**src/rtl/slt_pkg.sv**
```systemverilog
// Shared request/status codes and controller-datapath interface types.
package slt_pkg;

  typedef enum logic [1:0] {
    REQ_INSERT = 2'd0,
    REQ_SEARCH = 2'd1,
    REQ_DELETE = 2'd2,
    REQ_NOP    = 2'd3
  } slt_req_e;

  typedef enum logic [1:0] {
    ST_DONE  = 2'd0,
    ST_MISS  = 2'd1,
    ST_FULL  = 2'd2,
    ST_EMPTY = 2'd3
  } slt_status_e;

  // Commands from the controller to the datapath.
  typedef struct packed {
    logic load;    // capture a new word and set up the scan index
    logic rd;      // read the table entry at the scan index (one below it for insert)
    logic ev;      // evaluate the entry read, shift and step the index
    logic finish;  // commit count, sum and final write; present the result
  } slt_cmd_t;

  // Status from the datapath to the controller.
  typedef struct packed {
    logic more;    // another entry must be visited
  } slt_sts_t;

endpackage

```
**src/rtl/slt_ctrl.sv**
```systemverilog
// Sequencer for the table scan: load, then read/evaluate pairs, then finish.
module slt_ctrl
  import slt_pkg::*;
(
  input  logic     clk_i,
  input  logic     rst_ni,
  input  logic     start_i,
  input  slt_sts_t sts_i,
  output slt_cmd_t cmd_o,
  output logic     busy_o
);

  typedef enum logic [1:0] {
    S_IDLE,
    S_SCAN,
    S_EVAL
  } state_e;

  state_e state_q, state_d;
  logic   busy_q, busy_d;

  always_comb begin
    cmd_o   = '0;
    state_d = state_q;
    busy_d  = busy_q;
    unique case (state_q)
      S_IDLE: begin
        if (start_i) begin
          cmd_o.load = 1'b1;
          state_d    = S_SCAN;
          busy_d     = 1'b1;
        end
      end
      S_SCAN: begin
        if (sts_i.more) begin
          cmd_o.rd = 1'b1;
          state_d  = S_EVAL;
        end else begin
          cmd_o.finish = 1'b1;
          state_d      = S_IDLE;
          busy_d       = 1'b0;
        end
      end
      S_EVAL: begin
        cmd_o.ev = 1'b1;
        state_d  = S_SCAN;
      end
      default: begin
        state_d = S_IDLE;
        busy_d  = 1'b0;
      end
    endcase
  end

  always_ff @(posedge clk_i or negedge rst_ni) begin
    if (!rst_ni) begin
      state_q <= S_IDLE;
      busy_q  <= 1'b0;
    end else begin
      state_q <= state_d;
      busy_q  <= busy_d;
    end
  end

  assign busy_o = busy_q;

endmodule

```
**src/rtl/slt_dp.sv**
```systemverilog
// Table memory, scan index, entry count, running sum and result registers.
module slt_dp
  import slt_pkg::*;
#(
  parameter int CAPACITY = 64
) (
  input  logic               clk_i,
  input  logic               rst_ni,
  input  logic [1:0]         req_type_i,
  input  logic signed [31:0] value_i,
  input  slt_cmd_t           cmd_i,
  output slt_sts_t           sts_o,
  output logic               done_o,
  output logic [1:0]         status_o,
  output logic               found_o,
  output logic [6:0]         entry_count_o,
  output logic signed [31:0] total_o
);

  localparam int CW = $clog2(CAPACITY + 1);
  localparam int IW = $clog2(CAPACITY);

  logic [31:0]        mem [CAPACITY];

  slt_req_e           req_q;
  logic signed [31:0] val_q;
  logic [31:0]        rdata_q;
  logic [CW-1:0]      idx_q, idx_d;
  logic [CW-1:0]      cnt_q, cnt_d;
  logic [31:0]        sum_q, sum_d;
  logic               hit_q, hit_d;
  logic               done_q;
  slt_status_e        status_q, status_d;
  logic               found_q, found_d;

  logic               full;
  logic [CW-1:0]      idx_m1;
  logic [CW-1:0]      rd_full;
  logic [IW-1:0]      rd_addr;
  logic               we;
  logic [CW-1:0]      wa_full;
  logic [IW-1:0]      wa;
  logic [31:0]        wd;

  assign full    = (req_q == REQ_INSERT) && (cnt_q == CW'(CAPACITY));
  assign idx_m1  = idx_q - CW'(1);
  assign rd_full = (req_q == REQ_INSERT) ? idx_m1 : idx_q;
  assign rd_addr = rd_full[IW-1:0];
  assign wa      = wa_full[IW-1:0];

  always_comb begin
    case (req_q)
      REQ_INSERT: sts_o.more = !full && !hit_q && (idx_q != '0);
      REQ_SEARCH: sts_o.more = !hit_q && (idx_q != cnt_q);
      REQ_DELETE: sts_o.more = (idx_q != cnt_q);
      default:    sts_o.more = 1'b0;
    endcase
  end

  always_comb begin
    idx_d    = idx_q;
    hit_d    = hit_q;
    cnt_d    = cnt_q;
    sum_d    = sum_q;
    status_d = ST_DONE;
    found_d  = 1'b0;
    we       = 1'b0;
    wa_full  = idx_q;
    wd       = rdata_q;

    if (cmd_i.load) begin
      hit_d = 1'b0;
      idx_d = (slt_req_e'(req_type_i) == REQ_INSERT) ? cnt_q : '0;
    end

    if (cmd_i.ev) begin
      case (req_q)
        REQ_INSERT: begin
          // Shift larger or equal entries up; stop at the first smaller one.
          if ($signed(rdata_q) >= val_q) begin
            we    = 1'b1;
            idx_d = idx_m1;
          end else begin
            hit_d = 1'b1;
          end
        end
        REQ_SEARCH: begin
          if (rdata_q == val_q) hit_d = 1'b1;
          idx_d = idx_q + CW'(1);
        end
        REQ_DELETE: begin
          // After the first match, pull each later entry down one place.
          if (hit_q) begin
            we      = 1'b1;
            wa_full = idx_m1;
          end else if (rdata_q == val_q) begin
            hit_d = 1'b1;
          end
          idx_d = idx_q + CW'(1);
        end
        default: ;
      endcase
    end

    if (cmd_i.finish) begin
      case (req_q)
        REQ_INSERT: begin
          if (full) begin
            status_d = ST_FULL;
          end else begin
            we    = 1'b1;
            wd    = val_q;
            cnt_d = cnt_q + CW'(1);
            sum_d = sum_q + val_q;
          end
        end
        REQ_SEARCH: begin
          status_d = hit_q ? ST_DONE : ST_MISS;
          found_d  = hit_q;
        end
        REQ_DELETE: begin
          if (cnt_q == '0) begin
            status_d = ST_EMPTY;
          end else if (hit_q) begin
            found_d = 1'b1;
            cnt_d   = cnt_q - CW'(1);
            sum_d   = sum_q - val_q;
          end else begin
            status_d = ST_MISS;
          end
        end
        default: ;
      endcase
    end
  end

  always_ff @(posedge clk_i) begin
    if (we) mem[wa] <= wd;
    if (cmd_i.rd) rdata_q <= mem[rd_addr];
  end

  always_ff @(posedge clk_i) begin
    if (cmd_i.load) begin
      req_q <= slt_req_e'(req_type_i);
      val_q <= value_i;
    end
    if (cmd_i.finish) begin
      status_q <= status_d;
      found_q  <= found_d;
    end
  end

  always_ff @(posedge clk_i or negedge rst_ni) begin
    if (!rst_ni) begin
      idx_q  <= '0;
      hit_q  <= 1'b0;
      cnt_q  <= '0;
      sum_q  <= '0;
      done_q <= 1'b0;
    end else begin
      idx_q  <= idx_d;
      hit_q  <= hit_d;
      cnt_q  <= cnt_d;
      sum_q  <= sum_d;
      done_q <= cmd_i.finish;
    end
  end

  assign done_o        = done_q;
  assign status_o      = status_q;
  assign found_o       = found_q;
  assign entry_count_o = 7'(cnt_q);
  assign total_o       = sum_q;

endmodule

```
**src/rtl/sorted_list_table.sv**
```systemverilog
// Top level of the sorted value table: controller plus datapath.
//
//   channel  | handshake           | words carried
//   ---------+---------------------+-----------------------------------------
//   request  | start_i / busy_o    | req_type_i, value_i
//   result   | done_o (one cycle)  | status_o, found_o, entry_count_o, total_o
//
// One word at a time: a load step, a read step and an evaluate step per table
// entry visited, then a finish step. The table memory has one read port with a
// registered output, so each entry is read first and evaluated after. Insert
// walks down from the top shifting larger or equal entries up; delete walks
// the whole table from the bottom pulling entries down after the match;
// search stops at the first match. done_o pulses on the cycle busy_o drops.
// Reset empties the table at once; no clearing pass is needed since only
// entries below the count are ever read. The receiver cannot stall.
module sorted_list_table
  import slt_pkg::*;
#(
  parameter int CAPACITY = 64
) (
  input  logic               clk_i,
  input  logic               rst_ni,
  input  logic               start_i,
  output logic               busy_o,
  input  logic [1:0]         req_type_i,
  input  logic signed [31:0] value_i,
  output logic               done_o,
  output logic [1:0]         status_o,
  output logic               found_o,
  output logic [6:0]         entry_count_o,
  output logic signed [31:0] total_o
);

  slt_cmd_t cmd;
  slt_sts_t sts;

  // Sequencer: one load, read/evaluate pairs while entries remain, one finish.
  slt_ctrl u_ctrl (
    .clk_i   (clk_i),
    .rst_ni  (rst_ni),
    .start_i (start_i),
    .sts_i   (sts),
    .cmd_o   (cmd),
    .busy_o  (busy_o)
  );

  // Table store, scan index, count, sum and the result registers.
  slt_dp #(
    .CAPACITY (CAPACITY)
  ) u_dp (
    .clk_i         (clk_i),
    .rst_ni        (rst_ni),
    .req_type_i    (req_type_i),
    .value_i       (value_i),
    .cmd_i         (cmd),
    .sts_o         (sts),
    .done_o        (done_o),
    .status_o      (status_o),
    .found_o       (found_o),
    .entry_count_o (entry_count_o),
    .total_o       (total_o)
  );

endmodule

```
**config.mk**
```make
export PLATFORM = sky130hd
export DESIGN_NAME = sorted_list_table
export DESIGN_NICKNAME = d
export VERILOG_FILES = /design/src/rtl/slt_pkg.sv /design/src/rtl/slt_ctrl.sv /design/src/rtl/slt_dp.sv /design/src/rtl/sorted_list_table.sv
export SDC_FILE = /design/constraint.sdc
export NUM_CORES = 2
export LEC_CHECK = 0
export BUFFER_PORTS_ARGS = -buffer_cell sky130_fd_sc_hd__buf_2
export CORE_MARGIN = 5
export CORE_UTILIZATION = 50
export DETAILED_ROUTE_END_ITERATION = 7
export PLACE_DENSITY = 0.63
export SLEW_MARGIN = 20
export SYNTH_ARGS = -nofsm -noshare
export SYNTH_HDL_FRONTEND = slang
export SYNTH_HIERARCHICAL = 1
export SYNTH_SLANG_ARGS = --single-unit
```
**constraint.sdc**
```tcl
create_clock -name clk_i -period 16.8 [get_ports clk_i]
set_clock_uncertainty 0.2 [all_clocks]
set_input_delay 0.84 -clock clk_i [delete_from_list [all_inputs] [get_ports clk_i]]
set_output_delay 0.84 -clock clk_i [all_outputs]
set_load 0.005 [all_outputs]
```
==> results.md <==
* Grt total ovfl at 0
* IO Pins at 81
* Hold Crit Class: input port to flip-flop
* Total Wirelength at 219 mm
* Status: finished clean
* Die height at 426 µm
* Hold Crit Start: req_type_i[0]
* Vias in the first global route at 42100
* Worst R2R End: u_dp/rdata_q[26]
* Core box area at 0.172 mm²
* FMAX at 143 MHz
* Max_cap viols at 0
* Root Buffer: clkbuf_16
* Gate Count Post-Synth at 3934
* Setup crit start kind: flip-flop
* Final net count at 4304
* VDD IR max at 0.132 mV
* Gr usage total at 24.3%
* WHS Path Cells at 1
* CP endpoint kind: flip-flop
* Avg Inst Size Synth at 22.0 µm²
* Level count of the clock H-tree at 4
* Hold EP: u_dp/req_q[0]
* Final hold violation count at 0
* Clk Latency, worst-skew pair at 0.83 ns
* Row cnt at 152
* Drt pass-1 iters at 6
* Share of layout cells above drive strength 1 at 29.9%
* Post-synth EDFFs at 2117
* Sum of negative setup slack at 0 ns
* Die W at 426 µm
* Final setup viols at 0
* Synth warn at 6
* Detail Route Antenna Nets at 0
* First-pass GRT wire length at 313 mm
* Placed insts at 6253
* Most frequent cells in the layout: 2117 x edfxtp_1, 672 x mux4_2, 217 x clkbuf_16
* Max Slew Vio Count at 0
* CTS tree: built
* Crit Reg-Reg Startpoint: u_dp/idx_q[0]
* DRC viols at 0
* Synth Flop Type: edfxtp_1
* Pwr dens at 170 mW/mm²
* Ys async rst share at 2.35%
* CP Class: flip-flop to flip-flop
* DR vias at 42600
* Vias per inst at 6.39
* Flop2flop setup slack at 9.80 ns
* Final core utilization at 57.2%
* Clock slew at reported path FFs at 0.07 ns
* Relative slew slack at 29.5%
* Detailed placement HPWL at 115 mm
* Yosys reg bits at 2168
* Starting DRC count in detailed routing at 5237
* Period utilization at 41.7%
* Lkg Pwr at 31.4 nW
* Distinct cells, synth at 68
* GP Congestion at 0.860
* Fillers at 12500
* Worst Max-Slew Pin Slew at 1.06 ns
* Commonest non-fill, non-tap cell in the layout: edfxtp_1
* Clock period minus worst slack at 7.00 ns
* Die Footprint at 0.182 mm²
* CTS Sinks at 2168
* Clk buf depth at 3
* Mapped Nets at 4049
* R2r worst-path depth at 11
* Clock buffer count from CTS at 209
* Port bufs at 80
* RSZ-0062 raised after global routing: false
* Seq/Total Area, Yosys at 74.9%
* Layout area overhead at 13.5%
* Crit-path max FO at 112
* Post-CTS sizing at 0
* Arrival @ worst endpoint at 7.37 ns
* WL per Instance at 32.8 µm
* Largest net degree at the start of global routing at 148
* Starting density of the core at 50.3%
* Initial antenna violation count at 12
* Non-Filler Instances at 6673
* Synthesized area at 0.0865 mm²
* Worst EP required at 17.16 ns
[report_power, final]
group / total [mW] / internal, mW / switching (mW)
clock: 4.53 / 2.55 / 1.97
combinational: 5.24 / 2.23 / 3.00
sequential: 6.95 / 6.77 / 0.178
total: 16.7 / 11.6 / 5.15
[synthesized netlist by cell type (5+ instances only)]
| cell | number | area share (%) |
|---|---|---|
| a211oi_1 | 26 | 0.23 |
| a21o_1 | 26 | 0.23 |
| a21oi_1 | 100 | 0.58 |
| a311oi_1 | 6 | 0.061 |
| a31oi_1 | 21 | 0.15 |
| a41oi_1 | 5 | 0.051 |
| and2_1 | 6 | 0.043 |
| and3_1 | 14 | 0.10 |
| buf_1 | 11 | 0.048 |
| buf_2 | 70 | 0.40 |
| clkbuf_1 | 120 | 0.52 |
| dfrtp_1 | 51 | 1.5 |
| edfxtp_1 | 2117 | 73 |
| ha_1 | 76 | 1.1 |
| inv_1 | 69 | 0.30 |
| mux4_2 | 672 | 17 |
| nand2_1 | 109 | 0.47 |
| nand2b_1 | 20 | 0.14 |
| nand3_1 | 35 | 0.20 |
| nand4_1 | 8 | 0.058 |
| nor2_1 | 46 | 0.20 |
| nor2b_1 | 10 | 0.072 |
| nor3_1 | 17 | 0.098 |
| nor3b_1 | 6 | 0.052 |
| nor4_1 | 7 | 0.051 |
| o211ai_1 | 5 | 0.043 |
| o21a_1 | 7 | 0.061 |
| o21ai_0 | 96 | 0.56 |
| o31ai_1 | 12 | 0.10 |
| o32a_1 | 6 | 0.069 |
| or4_1 | 12 | 0.10 |
| xnor2_1 | 62 | 0.63 |
| xor2_1 | 17 | 0.17 |
[repair_timing]
| action | in CTS | in global routing |
|---|---|---|
| endpoints found under the setup margin | 0 | 0 |
| hold endpoints to repair | 84 | 0 |
| hold buffers | 34 | 0 |
| buffers inserted | 0 | 0 |
[registers in the layout, indices dropped and copies added, names as in the netlist]
name                flops
u_dp/req_q              2
u_ctrl/state_q          2
u_dp/rdata_q           32
u_dp/idx_q              7
u_dp/hit_q              1
u_dp/total_o           32
u_dp/found_o            1
u_dp/val_q             32
u_dp/done_o             1
u_dp/status_o           2
u_ctrl/busy_o           1
u_dp/entry_count_o      7
u_dp/mem             2048
[layout make-up]
cell class | count | area [µm²] | share of cell area, %
Inverter | 70 | 263 | 0.267
Tap cell | 2310 | 2890 | 2.94
Clock buffer | 263 | 5640 | 5.74
Sequential cell | 2168 | 64800 | 66.0
Timing Repair Buffer | 245 | 1820 | 1.85
Multi-Input combinational cell | 1495 | 21800 | 22.2
Clock inverter | 117 | 942 | 0.959
Antenna cell | 5 | 12.5 | 0.0127
[stage by stage]
stage / instance area [µm²] / hold slack [ns] / power [mW] / worst slack [ns]
2_1_floorplan: 86500 / 0.281 / 10.6 / 10.56
3_3_place_gp: 91300 / 0.268 / 12.2 / 9.90
3_5_place_dp: 91300 / 0.286 / 12.3 / 9.78
4_1_cts: 98200 / 0.00433 / 16.8 / 9.76
5_1_grt: 98200 / 0.0250 / 17.4 / 9.50
6_report: 98300 / 0.0689 / 16.7 / 9.80
[critical path, stage by stage, from the launching register on]
cell and delay [ns]:
dfrtp_1 0.65, inv_1 0.22, ha_1 0.51, nand2_1 0.14
o21ai_4 0.27, buf_4 0.83, buf_4 0.83, buf_12 0.46
buf_4 0.91, mux4_2 0.43, mux4_2 0.54, mux4_2 0.48
[worst max path at each step]
stage                             start          endpoint
after floorplan           u_dp/idx_q[2]    u_dp/mem[0][0]
after global placement    u_dp/idx_q[0]  u_dp/rdata_q[25]
after detailed placement  u_dp/idx_q[0]  u_dp/rdata_q[26]
after CTS                 u_dp/idx_q[0]  u_dp/rdata_q[26]
after global routing      u_dp/idx_q[0]  u_dp/rdata_q[26]
final                     u_dp/idx_q[0]  u_dp/rdata_q[26]
[logic make-up after synthesis]
group,count (synthesis),share of synthesized area [%]
AO/OA/AOI/OAI,350,2.51
XOR/XNOR,79,0.799
adder cells (fa/ha/maj),78,1.15
buffers and inverters,271,1.28
flip-flops,2168,74.9
multiplexers,679,17.6
AND/OR/NAND/NOR,309,1.77
[metal layers]
metal,GRT usage (%),vias to the layer above,part of all wire [%]
met5,0,-,0.0087
met4,5.86,2,2.2
met3,4.82,307,9.5
met2,37.9,2064,47
met1,36.2,23100,41
li1,-,17200,-
(Power assumes the default switching activity.)
